## src/kscq_pkg.sv

```systemverilog
// ----------------------------------------------------------------------------
// kscq_pkg
// Shared types, constants and the character-to-scan mapping for the
// keyboard scan code queue.
// ----------------------------------------------------------------------------
package kscq_pkg;

    // Ring geometry: one slot stays unused, so QUEUE_DEPTH-1 words fit
    localparam int unsigned QUEUE_DEPTH = 16;
    localparam int unsigned PTR_W       = $clog2(QUEUE_DEPTH);
    localparam int unsigned WORD_W      = 16;
    localparam int unsigned CODE_W      = 8;

    typedef logic [PTR_W-1:0]  ptr_t;
    typedef logic [WORD_W-1:0] word_t;
    typedef logic [CODE_W-1:0] code_t;

    // Request codes
    typedef enum logic [1:0] {
        REQ_PUSH_CHAR = 2'd0,
        REQ_PUSH_WORD = 2'd1,
        REQ_POP       = 2'd2,
        REQ_PEEK      = 2'd3
    } req_type_t;

    // Sequencer states
    typedef enum logic {
        ST_IDLE = 1'b0,
        ST_READ = 1'b1
    } state_t;

    // Scan codes of the fixed mapping
    localparam code_t SCAN_LETTER_A = 8'h1E;
    localparam code_t SCAN_ESC      = 8'h01;
    localparam code_t SCAN_DIGIT_1  = 8'h02;
    localparam code_t SCAN_DIGIT_0  = 8'h0B;
    localparam code_t SCAN_ENTER    = 8'h1C;
    localparam code_t SCAN_BKSP     = 8'h0E;
    localparam code_t SCAN_TAB      = 8'h0F;
    localparam code_t SCAN_SPACE    = 8'h39;
    localparam code_t SCAN_NONE     = 8'h00;

    // Characters of the mapping
    localparam code_t CH_LOWER_A = 8'h61;
    localparam code_t CH_LOWER_Z = 8'h7A;
    localparam code_t CH_UPPER_A = 8'h41;
    localparam code_t CH_UPPER_Z = 8'h5A;
    localparam code_t CH_CASE    = 8'h20;
    localparam code_t CH_ONE     = 8'h31;
    localparam code_t CH_NINE    = 8'h39;
    localparam code_t CH_ZERO    = 8'h30;
    localparam code_t CH_ESC     = 8'h1B;
    localparam code_t CH_CR      = 8'h0D;
    localparam code_t CH_LF      = 8'h0A;
    localparam code_t CH_BS      = 8'h08;
    localparam code_t CH_TAB     = 8'h09;
    localparam code_t CH_SPACE   = 8'h20;

    // Character to scan code; letters folded to upper case first
    function automatic code_t scan_of(input code_t ch);
        code_t c;
        code_t s;
        c = ch;
        if (ch >= CH_LOWER_A && ch <= CH_LOWER_Z)
        begin
            c = ch - CH_CASE;
        end
        if (c >= CH_UPPER_A && c <= CH_UPPER_Z)
        begin
            s = SCAN_LETTER_A + (c - CH_UPPER_A);
        end
        else if (c >= CH_ONE && c <= CH_NINE)
        begin
            s = SCAN_DIGIT_1 + (c - CH_ONE);
        end
        else if (c == CH_ZERO)
        begin
            s = SCAN_DIGIT_0;
        end
        else if (c == CH_ESC)
        begin
            s = SCAN_ESC;
        end
        else if (c == CH_CR || c == CH_LF)
        begin
            s = SCAN_ENTER;
        end
        else if (c == CH_BS)
        begin
            s = SCAN_BKSP;
        end
        else if (c == CH_TAB)
        begin
            s = SCAN_TAB;
        end
        else if (c == CH_SPACE)
        begin
            s = SCAN_SPACE;
        end
        else
        begin
            s = SCAN_NONE;
        end
        return s;
    endfunction

    // Ring pointer increment with wrap at any depth
    function automatic ptr_t ptr_inc(input ptr_t p);
        ptr_t r;
        if (p == PTR_W'(QUEUE_DEPTH - 1))
        begin
            r = '0;
        end
        else
        begin
            r = p + PTR_W'(1);
        end
        return r;
    endfunction

endpackage

```

## src/kscq_req_if.sv

```systemverilog
// ----------------------------------------------------------------------------
// kscq_req_if
// Request channel of the key queue: valid/ready and the request item.
// ----------------------------------------------------------------------------
interface kscq_req_if;
    logic                       valid;
    logic                       ready;
    logic [1:0]                 req_type;
    logic [kscq_pkg::CODE_W-1:0] key_code;
    logic [kscq_pkg::WORD_W-1:0] key_word;

    modport source (output valid, output req_type, output key_code, output key_word,
                    input ready);
    modport sink   (input valid, input req_type, input key_code, input key_word,
                    output ready);
endinterface

```

## src/kscq_rsp_if.sv

```systemverilog
// ----------------------------------------------------------------------------
// kscq_rsp_if
// Response channel of the key queue: valid/ready and the result item.
// ----------------------------------------------------------------------------
interface kscq_rsp_if;
    logic                       valid;
    logic                       ready;
    logic [kscq_pkg::WORD_W-1:0] queued_word;
    logic                       queue_empty;
    logic                       push_accepted;

    modport source (output valid, output queued_word, output queue_empty,
                    output push_accepted, input ready);
    modport sink   (input valid, input queued_word, input queue_empty,
                    input push_accepted, output ready);
endinterface

```

## src/kscq_ram.sv

```systemverilog
// ----------------------------------------------------------------------------
// kscq_ram
// Generic single-clock RAM, one write and one read port, registered read.
// ----------------------------------------------------------------------------
module kscq_ram #(
    parameter int unsigned WIDTH = 16,
    parameter int unsigned DEPTH = 16
) (
    input  logic                     clk,
    input  logic                     we,
    input  logic [$clog2(DEPTH)-1:0] waddr,
    input  logic [WIDTH-1:0]         wdata,
    input  logic                     re,
    input  logic [$clog2(DEPTH)-1:0] raddr,
    output logic [WIDTH-1:0]         rdata
);

    logic [WIDTH-1:0] mem [DEPTH];

    // Write port
    always_ff @(posedge clk)
    begin
        if (we)
        begin
            mem[waddr] <= wdata;
        end
    end

    // Registered read port
    always_ff @(posedge clk)
    begin
        if (re)
        begin
            rdata <= mem[raddr];
        end
    end

endmodule

```

## src/keyboard_scan_code_queue_unit.sv

```systemverilog
// ----------------------------------------------------------------------------
// keyboard_scan_code_queue_unit
// Ring buffer of 16-bit key words (scan code high, character low) held in a
// RAM, with read and write pointers in flops.
// ----------------------------------------------------------------------------
//  port  | dir | item contents
//  ------+-----+-----------------------------------------------
//  req   | in  | req_type, key_code, key_word
//  rsp   | out | queued_word, queue_empty, push_accepted
//
// Pushes and empty pop/peek go straight to the result register; a pop or peek
// that finds data passes through ST_READ, waiting on the registered RAM read.
// In ST_IDLE, an item is taken if the last result has left or leaves that cycle.
// Reset clears both pointers (ring empty); RAM contents are not cleared.
// A stalled result holds in the output register until rsp.ready.
// ----------------------------------------------------------------------------
module keyboard_scan_code_queue_unit (
    input  logic        clk,
    input  logic        rst_n,
    kscq_req_if.sink    req,
    kscq_rsp_if.source  rsp
);

    kscq_pkg::state_t state_reg, state_next;
    kscq_pkg::ptr_t   wr_ptr_reg, wr_ptr_next;
    kscq_pkg::ptr_t   rd_ptr_reg, rd_ptr_next;
    logic             out_valid_reg, out_valid_next;
    kscq_pkg::word_t  word_reg, word_next;
    logic             empty_reg, empty_next;
    logic             acc_reg, acc_next;

    kscq_pkg::req_type_t rtype;
    kscq_pkg::word_t     push_word;
    kscq_pkg::word_t     ram_rdata;
    logic                req_acc;
    logic                ring_empty;
    logic                ring_full;
    logic                is_push;
    logic                do_write;
    logic                do_read;

    assign rtype      = kscq_pkg::req_type_t'(req.req_type);
    assign req_acc    = req.valid && req.ready;
    assign ring_empty = (wr_ptr_reg == rd_ptr_reg);
    assign ring_full  = (kscq_pkg::ptr_inc(wr_ptr_reg) == rd_ptr_reg);
    assign is_push    = (rtype == kscq_pkg::REQ_PUSH_CHAR) ||
                        (rtype == kscq_pkg::REQ_PUSH_WORD);

    // Word to store; a zero character yields a zero word, which is ignored
    always_comb
    begin
        if (rtype == kscq_pkg::REQ_PUSH_CHAR)
        begin
            if (req.key_code == '0)
                push_word = '0;
            else
                push_word = {kscq_pkg::scan_of(req.key_code), req.key_code};
        end
        else
        begin
            push_word = req.key_word;
        end
    end

    assign do_write = req_acc && is_push && (push_word != '0) && !ring_full;
    assign do_read  = req_acc && !is_push && !ring_empty;

    // Ready: sequencer idle and the output register free or emptying
    assign req.ready = (state_reg == kscq_pkg::ST_IDLE) && (!out_valid_reg || rsp.ready);

    kscq_ram #(
        .WIDTH (kscq_pkg::WORD_W),
        .DEPTH (kscq_pkg::QUEUE_DEPTH)
    ) u_ring (
        .clk   (clk),
        .we    (do_write),
        .waddr (wr_ptr_reg),
        .wdata (push_word),
        .re    (do_read),
        .raddr (rd_ptr_reg),
        .rdata (ram_rdata)
    );

    // Next state, pointers and result register
    always_comb
    begin
        state_next     = state_reg;
        wr_ptr_next    = wr_ptr_reg;
        rd_ptr_next    = rd_ptr_reg;
        out_valid_next = out_valid_reg && !rsp.ready;
        word_next      = word_reg;
        empty_next     = empty_reg;
        acc_next       = acc_reg;
        unique case (state_reg)
            kscq_pkg::ST_IDLE:
            begin
                if (req_acc)
                begin
                    if (is_push)
                    begin
                        out_valid_next = 1'b1;
                        word_next      = '0;
                        empty_next     = 1'b0;
                        acc_next       = do_write;
                        if (do_write)
                            wr_ptr_next = kscq_pkg::ptr_inc(wr_ptr_reg);
                    end
                    else if (ring_empty)
                    begin
                        out_valid_next = 1'b1;
                        word_next      = '0;
                        empty_next     = 1'b1;
                        acc_next       = 1'b0;
                    end
                    else
                    begin
                        state_next = kscq_pkg::ST_READ;
                        if (rtype == kscq_pkg::REQ_POP)
                            rd_ptr_next = kscq_pkg::ptr_inc(rd_ptr_reg);
                    end
                end
            end
            kscq_pkg::ST_READ:
            begin
                // RAM data for the oldest word has arrived
                state_next     = kscq_pkg::ST_IDLE;
                out_valid_next = 1'b1;
                word_next      = ram_rdata;
                empty_next     = 1'b0;
                acc_next       = 1'b0;
            end
            default:
            begin
                state_next = kscq_pkg::ST_IDLE;
            end
        endcase
    end

    // Control registers
    always_ff @(posedge clk or negedge rst_n)
    begin
        if (!rst_n)
        begin
            state_reg     <= kscq_pkg::ST_IDLE;
            wr_ptr_reg    <= '0;
            rd_ptr_reg    <= '0;
            out_valid_reg <= 1'b0;
        end
        else
        begin
            state_reg     <= state_next;
            wr_ptr_reg    <= wr_ptr_next;
            rd_ptr_reg    <= rd_ptr_next;
            out_valid_reg <= out_valid_next;
        end
    end

    // Result payload
    always_ff @(posedge clk)
    begin
        word_reg  <= word_next;
        empty_reg <= empty_next;
        acc_reg   <= acc_next;
    end

    assign rsp.valid         = out_valid_reg;
    assign rsp.queued_word   = word_reg;
    assign rsp.queue_empty   = empty_reg;
    assign rsp.push_accepted = acc_reg;

    // Checks
    a_read_no_result: assert property (@(posedge clk) disable iff (!rst_n)
        state_reg == kscq_pkg::ST_READ |-> !out_valid_reg)
        else $error("result pending during ring read");

    a_read_enters: assert property (@(posedge clk) disable iff (!rst_n)
        do_read |=> state_reg == kscq_pkg::ST_READ)
        else $error("ring read did not start");

    a_read_returns: assert property (@(posedge clk) disable iff (!rst_n)
        state_reg == kscq_pkg::ST_READ |=> out_valid_reg && state_reg == kscq_pkg::ST_IDLE)
        else $error("ring read did not produce a result");

    a_write_moves: assert property (@(posedge clk) disable iff (!rst_n)
        do_write |=> wr_ptr_reg != $past(wr_ptr_reg) && acc_reg)
        else $error("stored push did not advance write pointer");

    a_no_write_full: assert property (@(posedge clk) disable iff (!rst_n)
        ring_full |-> !do_write)
        else $error("write into full ring");

endmodule
```

## src/flat_wrapper.sv

```systemverilog
// flat-port wrapper written by rule: the top's interface ports become plain ports
module keyboard_scan_code_queue_unit_flat 
  (clk, rst_n, req_valid, req_req_type, req_key_code, req_key_word, req_ready, rsp_valid, rsp_queued_word, rsp_queue_empty, rsp_push_accepted, rsp_ready);
  kscq_req_if req_i ();
  kscq_rsp_if rsp_i ();
  input  logic clk;
  input  logic rst_n;
  input wire logic [$bits(req_i.valid)-1:0] req_valid;
  input wire logic [$bits(req_i.req_type)-1:0] req_req_type;
  input wire logic [$bits(req_i.key_code)-1:0] req_key_code;
  input wire logic [$bits(req_i.key_word)-1:0] req_key_word;
  output wire logic [$bits(req_i.ready)-1:0] req_ready;
  output wire logic [$bits(rsp_i.valid)-1:0] rsp_valid;
  output wire logic [$bits(rsp_i.queued_word)-1:0] rsp_queued_word;
  output wire logic [$bits(rsp_i.queue_empty)-1:0] rsp_queue_empty;
  output wire logic [$bits(rsp_i.push_accepted)-1:0] rsp_push_accepted;
  input wire logic [$bits(rsp_i.ready)-1:0] rsp_ready;
  assign req_i.valid = req_valid;
  assign req_i.req_type = req_req_type;
  assign req_i.key_code = req_key_code;
  assign req_i.key_word = req_key_word;
  assign req_ready = req_i.ready;
  assign rsp_valid = rsp_i.valid;
  assign rsp_queued_word = rsp_i.queued_word;
  assign rsp_queue_empty = rsp_i.queue_empty;
  assign rsp_push_accepted = rsp_i.push_accepted;
  assign rsp_i.ready = rsp_ready;
  keyboard_scan_code_queue_unit u_core (.clk(clk), .rst_n(rst_n), .req(req_i), .rsp(rsp_i));
endmodule
```

## config.mk

```make
export PLATFORM = sky130hd
export DESIGN_NAME = keyboard_scan_code_queue_unit_flat
export DESIGN_NICKNAME = d
export VERILOG_FILES = /design/src/kscq_pkg.sv /design/src/kscq_req_if.sv /design/src/kscq_rsp_if.sv /design/src/kscq_ram.sv /design/src/keyboard_scan_code_queue_unit.sv /design/src/flat_wrapper.sv
export SDC_FILE = /design/constraint.sdc
export NUM_CORES = 1
export LEC_CHECK = 0
export CORE_ASPECT_RATIO = 0.9
export CORE_MARGIN = 8
export CORE_UTILIZATION = 40
export CTS_CLUSTER_DIAMETER = 100
export DETAILED_ROUTE_END_ITERATION = 12
export DONT_BUFFER_PORTS = 1
export GPL_TIMING_DRIVEN = 0
export PLACE_DENSITY_LB_ADDON = 0.1
export RECOVER_POWER = 25
export SYNTH_ARGS = -nofsm -noshare
export SYNTH_HDL_FRONTEND = slang
export SYNTH_SLANG_ARGS = --single-unit
```

## constraint.sdc

```tcl
create_clock -name clk -period 2.5 [get_ports clk]
set_input_delay 0.375 -clock clk [delete_from_list [all_inputs] [get_ports clk]]
set_output_delay 0.375 -clock clk [all_outputs]
set_load 0.01 [all_outputs]
```

Word level (Yosys, flattened, before mapping)

Memory sizes are Yosys's and may differ from the RTL's. A register that Yosys moved wholly into a read port is not among the register bits.
Cells that the tools add are included.

Output and inout port bits: 20
Register bits: 28
Logic and storage cells: 101
ROM bits: 0
Input port bits: 30
Bits in writable memories: 256
Latch bits: 0
Memories: 1

Memories:

| name              | depth | bits a word | read ports | clocked after memory_dff | wr ports | line           | source |
|---|---|---|---|---|---|---|---|
| u_core.u_ring.mem | 16    | 16          | 1          | 1                        | 1        | kscq_ram.sv:18 | `logic [WIDTH-1:0] mem [DEPTH];` |

Multiplexer cells: 37
Div/mod/pow operators: 0
$mul: 0
Add/subtract/negate cells: 7
Bitwise gates (word level): 3
Reduce and logical (&&, ||, !) cells: 25
Magnitude comparators: 6
Equality and inequality tests: 15
Shift operators: 0

Operator list:

| kind                                                                  | number |
|---|---|
| 16-bit two-way mux                                                    | 5 |
| 8-bit two-way mux                                                     | 10 |
| 8-bit by 4-bit == test with 1-bit output, second input constant       | 4 |
| 16-bit case mux with 2 select lines                                   | 1 |
| 8-bit by 6-bit == test with 1-bit output, second input constant       | 2 |
| 8-bit by 7-bit >= comparator with 1-bit output, second input constant | 2 |
| 8-bit by 7-bit <= comparator with 1-bit output, second input constant | 2 |
| 16-bit nonzero test                                                   | 1 |
| 8-bit by 6-bit subtractor with 8-bit output, second input constant    | 2 |
| 1-bit two-way mux                                                     | 14 |
| 1-bit logical AND                                                     | 11 |
| 2-bit by 8-bit adder with 8-bit output, first input constant          | 1 |
| 4-bit by 1-bit adder with 4-bit output, second input constant         | 2 |
| 5-bit by 8-bit adder with 8-bit output, first input constant          | 1 |
| 4-bit == test                                                         | 2 |
| 4-bit == test, second input constant                                  | 2 |
| 8-bit by 5-bit == test with 1-bit output, second input constant       | 1 |
| 8-bit by 6-bit >= comparator with 1-bit output, second input constant | 1 |
| 8-bit by 6-bit <= comparator with 1-bit output, second input constant | 1 |
| 8-bit logical NOT                                                     | 1 |
| 4-bit two-way mux                                                     | 2 |
| 1-bit case mux with 2 select lines                                    | 4 |
| 8-bit by 7-bit subtractor with 8-bit output, second input constant    | 1 |
| 6-bit two-way mux                                                     | 1 |
| other kinds (11)                                                      | 19 |

Depth between registers and ports, before layout

Word-level depth: 22
Mapped depth: 11
Depth with buffers taken out: 9

By module

Synthesis repeated with hierarchy kept, for this count alone.

Cells, all modules: 647
Area, all modules: 12278.0 µm²

Modules (own cells, without submodules):

| module                        | cells an instance | instances | area each (µm²) | seq. area each (µm²) |
|---|---|---|---|---|
| kscq_ram                      | 432               | 1         | 10202.3         | 8167.8 |
| keyboard_scan_code_queue_unit | 215               | 1         | 2075.7          | 790.8 |

Worst setup path before layout

No wires, ideal clock.

Path kind: input to register
Start point: in req_key_code[0]
End point: mem u_core.u_ring.mem[3][0] (enable)
Library setup time: 0.374 ns
Stages: 9
Path slack: -0.403 ns
Data required time: 2.126 ns
Arrival: 2.530 ns
Path buffers: 1
Path through: inv_1 > ha_1 > nor3b_1 > a31oi_4 > a22o_4 > and3b_1 > nor4_4 > buf_6 > and3_1

Elaborated cells between the ends (all ways): 41
Those cells by class: add/sub (5); order compare (6); eq/ne (7); mux (15); reduce/logical (8)

RTL lines:

| what                                    | line                                | source |
|---|---|---|
| start: declaration                      | flat_wrapper.sv:10                  | `input wire logic [$bits(req_i.key_code)-1:0] req_key_code;` |
| 8-bit logical NOT                       | keyboard_scan_code_queue_unit.sv:54 | `if (req.key_code == '0)` |
| 16-bit two-way mux                      | keyboard_scan_code_queue_unit.sv:54 |  |
| 16-bit two-way mux                      | keyboard_scan_code_queue_unit.sv:52 | `if (rtype == kscq_pkg::REQ_PUSH_CHAR)` |
| via u_core.push_word[1]                 | keyboard_scan_code_queue_unit.sv:33 | `kscq_pkg::word_t push_word;` |
| 16-bit nonzero test                     | keyboard_scan_code_queue_unit.sv:65 | `assign do_write = req_acc && is_push && (push_word != '0) && !ring_full;` |
| 1-bit logical AND (2 in series)         | keyboard_scan_code_queue_unit.sv:65 |  |
| 1-bit two-way mux                       | kscq_ram.sv:23                      | `if (we)` |
| 1-bit two-way mux (implied by the code) | kscq_ram.sv:25                      | `mem[waddr] <= wdata;` |
| end: declaration                        | kscq_ram.sv:18                      |  |

The timed path passes the listed nets, and every way through them passes these cells. The select of a mux whose other input is x is not followed.

Final worst setup path

Start point: reg u_core.wr_ptr_reg[0]
End point: mem u_core.u_ring.mem[2][5] (enable)

Cells in the longest elaborated chain, start to end: 7
Elaborated cells between the ends (all ways): 8
Those cells by class: add/sub (1); eq/ne (2); mux (3); reduce/logical (2)

RTL lines:

| what                                                                           | line                                 | source |
|---|---|---|
| start: declaration                                                             | keyboard_scan_code_queue_unit.sv:25  | `kscq_pkg::ptr_t wr_ptr_reg, wr_ptr_next;` |
| start signal: assignment                                                       | keyboard_scan_code_queue_unit.sv:152 | `wr_ptr_reg <= wr_ptr_next;` |
| 4-bit by 1-bit adder with 4-bit output / 4-bit == test (equally long branches) | kscq_pkg.sv:116, kscq_pkg.sv:110     |  |
| 4-bit two-way mux                                                              | kscq_pkg.sv:110                      | `if (p == PTR_W'(QUEUE_DEPTH - 1))` |
| 4-bit == test                                                                  | keyboard_scan_code_queue_unit.sv:45  | `assign ring_full = (kscq_pkg::ptr_inc(wr_ptr_reg) == rd_ptr_reg);` |
| 1-bit logical NOT                                                              | keyboard_scan_code_queue_unit.sv:65  |  |
| 1-bit logical AND                                                              | keyboard_scan_code_queue_unit.sv:65  |  |
| 1-bit two-way mux                                                              | kscq_ram.sv:23                       |  |
| 1-bit two-way mux (implied by the code)                                        | kscq_ram.sv:25                       |  |

Several ways; a longest one is shown, not always the timed one.

==> impl_metrics.tcl <==
set metrics [dict create \
    critical_path.endpoint_type "flop" \
    cts.root.buffer_cell "sky130_fd_sc_hd__clkbuf_16" \
    seqPwrFrac 0.408 \
    top_register "u_core.u_ring.mem" \
    critical_path.startpoint_type "flop" \
    grt_remaining_overflow 0 \
    timing.critical_path.fanout_max 7 \
    p_leak_uw 0.00519 \
    skew_ps 13.2 \
    synth_area_per_cell_sq_um 16.7 \
    comb_power_frac 0.307 \
    core_area_sq_um 30900 \
    tritoncts "yes" \
    rsz0062_at_grt "yes" \
    worst_skew_pair_latency_ps 550 \
    route.final.wire_length_mm 32.9 \
    numCtsBuffers 30 \
    outcome "finished, violations left" \
    antenna-diode-count 0 \
    placement.io_buffers 0 \
    fp.dieH_microns 184 \
    routed_wire_length_per_instance_microns 25.8 \
    critPathMaxStageDelay_ps 440 \
    chipWidth_microns 203 \
    synth_ff_type "sky130_fd_sc_hd__edfxtp_1" \
    worstPathBufferInverterCount 5 \
    timing.slew.headroom 0.204 \
    number_of_enable_flip_flop_cells_after_synthesis 290 \
    post_synth_num_cell_types 62 \
    worstMarginPinSlew_ps 1180 \
    critPathRequiredTime_ps 2810 \
    syn-cell-area_sq_um 12500 \
    cts_max_level 1 \
    drive_gt1_frac 0.271 \
    synth.net_count 792 \
    grt_antenna_before_repair 0 \
    max_cap_violations 0 \
    io_pins 50 \
    clkSinkCount 300 \
    postSynthRegisterBits 300 \
    timing.final.crit_period_ps 2700 \
    preCtsSetupSlack_ps -901 \
    p_int_uw 10700 \
    violations_in_the_final_reports "negative setup slack" \
    number_of_max_slew_violations_in_the_final_report 0 \
    antenna_violating_nets_post_route 0 \
    worstPathCellList "buf_4, a21o_1, a21boi_2, or3_4, a2111oi_4, nor4_4, buf_4, buf_6, buf_6, and3_4, buf_12" \
    grt_start_max_net_pins 20 \
    post_drt_via_cell_ratio 5.61 \
    crit_path_top_delay_cell "sky130_fd_sc_hd__a2111oi_4" \
    async_flop_share 0.0333 \
    cts-root-to-sink-buffers 3 \
    sw_frac_of_total 0.313 \
    post_synth_inst_count 750 \
    number_of_flip_flops_under_the_largest_register_name 256 \
    remaining_drc_errors 0 \
    drt_iter0_drc 609 \
    final_min_period_over_clock_period 1.08 \
    clk_pin_slew_ps 60 \
    rows 61 \
    max_freq_ghz 0.370 \
    worst_ir_drop_vdd_mv 0.526 \
    power_switching_uw 4860 \
    detailroute.via_count 7142 \
    first_global_vias 7263 \
    setup_viol 220 \
    hold_viol_final 0 \
    critical_path_class "flop to flop" \
    cp_data_arrival_time_ps 3020 \
    groute.usage.overall 0.176 \
    worst_hold_path_type "primary input to flop" \
    fin_hold_ws_ps 37.7 \
    syn_to_final_growth_pct 21.3 \
    ys_seq_area_frac 0.714 \
    power_density_nw_per_um2 1020 \
    grt_pass1_wl_mm 48.2 \
    drt_pass1_iterations 6 \
    finalWorstSetupSlack_ps -204 \
    dieArea_sq_um 37300 \
    power.share.clock 0.285 \
    post-dp-hpwl_mm 20.4 \
    layout.nets 882 \
    gpl.final_weighted_congestion 0.865 \
    synthesis.yosys.warnings 0 \
    path_delay_family "buffers and inverters" \
    floorplan.initialDensity 0.406 \
]
-- final timing paths --
| check | cells past startpoint | start | slack (ps) | end |
|---|---|---|---|---|
| worst min register to register | 1 | u_core.u_ring.rdata[5] | 520 | u_core.rsp.queued_word[5] |
| max in group asynchronous | 1 | rst_n | 1920 | u_core.wr_ptr_reg[1] |
| worst min-delay path | 1 | req_req_type[1] | 40 | u_core.rsp.queue_empty |
| worst max register to register | 11 | u_core.wr_ptr_reg[0] | -200 | u_core.u_ring.mem[2][5] |
| min in group asynchronous | 1 | rst_n | 220 | u_core.state_reg |
| worst max-delay path | 11 | u_core.wr_ptr_reg[0] | -200 | u_core.u_ring.mem[2][5] |
-- area by class of cell --
type | instances | area (sq um)
clock inverter | 11 | 101
buffer | 39 | 219
sequential | 300 | 8960
timing repair buffer | 56 | 826
fill | 2549 | 15700
inverter | 8 | 30.0
tap | 409 | 512
multi-input combinational | 405 | 3680
clock buffer | 45 | 888
-- routing by layer --
layer / vias to the layer above / share of wire / track usage
li1: 3197 / - / -
met1: 3671 / 0.44 / 0.240
met2: 228 / 0.49 / 0.298
met3: 46 / 0.048 / 0.0226
met4: 0 / 0.019 / 0.0403
met5: - / 0 / 0
-- logic make-up (layout without fill, tap and decap cells) --
kind of cell | after synthesis | count (layout) | synth area share
compound gates | 140 | 140 | 0.0758
xor+xnor | 11 | 11 | 0.00768
fa+ha+maj | 12 | 12 | 0.0120
buf+inv | 50 | 159 | 0.0181
flops | 300 | 300 | 0.714
mux | 100 | 100 | 0.113
simple gates | 137 | 142 | 0.0592
-- placed cells by master (no fill, tap or decap), types with 8 or more instances in the layout --
| cell type | synthesis | layout |
|---|---|---|
| sky130_fd_sc_hd__a21oi_1 | 26 | 25 |
| sky130_fd_sc_hd__a221oi_1 | 16 | 16 |
| sky130_fd_sc_hd__a22oi_1 | 17 | 17 |
| sky130_fd_sc_hd__and2_1 | 20 | 13 |
| sky130_fd_sc_hd__and3_4 | 0 | 22 |
| sky130_fd_sc_hd__buf_12 | 0 | 16 |
| sky130_fd_sc_hd__buf_4 | 0 | 15 |
| sky130_fd_sc_hd__buf_6 | 4 | 18 |
| sky130_fd_sc_hd__clkbuf_1 | 23 | 24 |
| sky130_fd_sc_hd__clkbuf_16 | 0 | 31 |
| sky130_fd_sc_hd__clkbuf_2 | 0 | 9 |
| sky130_fd_sc_hd__edfxtp_1 | 290 | 290 |
| sky130_fd_sc_hd__ha_1 | 12 | 9 |
| sky130_fd_sc_hd__mux2_2 | 16 | 16 |
| sky130_fd_sc_hd__mux2i_1 | 52 | 51 |
| sky130_fd_sc_hd__mux4_2 | 32 | 32 |
| sky130_fd_sc_hd__nand2_1 | 47 | 44 |
| sky130_fd_sc_hd__nor2_1 | 9 | 8 |
| sky130_fd_sc_hd__o21ai_0 | 44 | 39 |
| sky130_fd_sc_hd__xor2_1 | 8 | 8 |
-- power by group through the flow --
| stage | Clock (uW) | Sequential, uW | Combinational [uW] |
|---|---|---|---|
| after floorplan | 0 | 6360 | 2810 |
| final | 4430 | 6350 | 4780 |
| after global routing | 4710 | 6390 | 5120 |
| after global placement | 0 | 6430 | 4050 |
| after detailed placement | 0 | 6440 | 4090 |
| after CTS | 4510 | 6350 | 4650 |
-- per-stage QoR --
| step | instance area (sq um) | TNS (ps) | utilization | cells | total power [uW] |
|---|---|---|---|---|---|
| floorplan | 12700 | -14280 | - | 750 | 9170 |
| global placement | 13200 | -216320 | 0.426 | 1159 | 10500 |
| detailed placement | 13200 | -187920 | 0.428 | 1162 | 10500 |
| CTS | 15100 | -14200 | 0.489 | 1271 | 15500 |
| global route | 15200 | -47290 | 0.492 | 1273 | 16200 |
| finish | 15200 | -29900 | 0.492 | 1273 | 15600 |
-- cells in the mapped netlist, types with 2 or more instances --
cell / count / area, sq um
sky130_fd_sc_hd__clkbuf_1: 23 / 86.3
sky130_fd_sc_hd__o21bai_1: 3 / 22.5
sky130_fd_sc_hd__a21oi_1: 26 / 130
sky130_fd_sc_hd__nor2b_1: 7 / 43.8
sky130_fd_sc_hd__xor2_1: 8 / 70.1
sky130_fd_sc_hd__a22oi_1: 17 / 128
sky130_fd_sc_hd__o211ai_1: 2 / 15.0
sky130_fd_sc_hd__and3_1: 22 / 138
sky130_fd_sc_hd__buf_6: 4 / 45.0
sky130_fd_sc_hd__o41ai_1: 2 / 17.5
sky130_fd_sc_hd__mux2i_1: 52 / 521
sky130_fd_sc_hd__a21o_1: 2 / 15.0
sky130_fd_sc_hd__or3_1: 2 / 12.5
sky130_fd_sc_hd__nor4_1: 5 / 31.3
sky130_fd_sc_hd__nand3_1: 4 / 20.0
sky130_fd_sc_hd__a221oi_1: 16 / 140
sky130_fd_sc_hd__mux4_2: 32 / 721
sky130_fd_sc_hd__o21ai_0: 44 / 220
sky130_fd_sc_hd__xnor2_1: 3 / 26.3
sky130_fd_sc_hd__and2_1: 20 / 125
sky130_fd_sc_hd__inv_1: 8 / 30.0
sky130_fd_sc_hd__nor2_1: 9 / 33.8
sky130_fd_sc_hd__a31oi_1: 2 / 12.5
sky130_fd_sc_hd__nand2b_1: 2 / 12.5
sky130_fd_sc_hd__a22o_1: 5 / 43.8
sky130_fd_sc_hd__o21ai_1: 4 / 20.0
sky130_fd_sc_hd__edfxtp_1: 290 / 8710
sky130_fd_sc_hd__nand2_1: 47 / 176
sky130_fd_sc_hd__nor4b_1: 2 / 17.5
sky130_fd_sc_hd__ha_1: 12 / 150
sky130_fd_sc_hd__nand4_1: 3 / 18.8
sky130_fd_sc_hd__nor3_1: 5 / 25.0
sky130_fd_sc_hd__dfrtp_1: 10 / 250
sky130_fd_sc_hd__buf_1: 7 / 26.3
sky130_fd_sc_hd__buf_2: 8 / 40.0
sky130_fd_sc_hd__mux2_2: 16 / 180
-- timing repair --
action | CTS | global route
endpoints found under the setup margin | 336 | 394
gates resized for setup | 64 | 34
buffers inserted | 42 | 3
hold buffers | 1 | 1
pin swaps | 13 | 7
hold endpoints to repair | 10 | 1
gates cloned | 13 | 0
(Power assumes the default switching activity.)
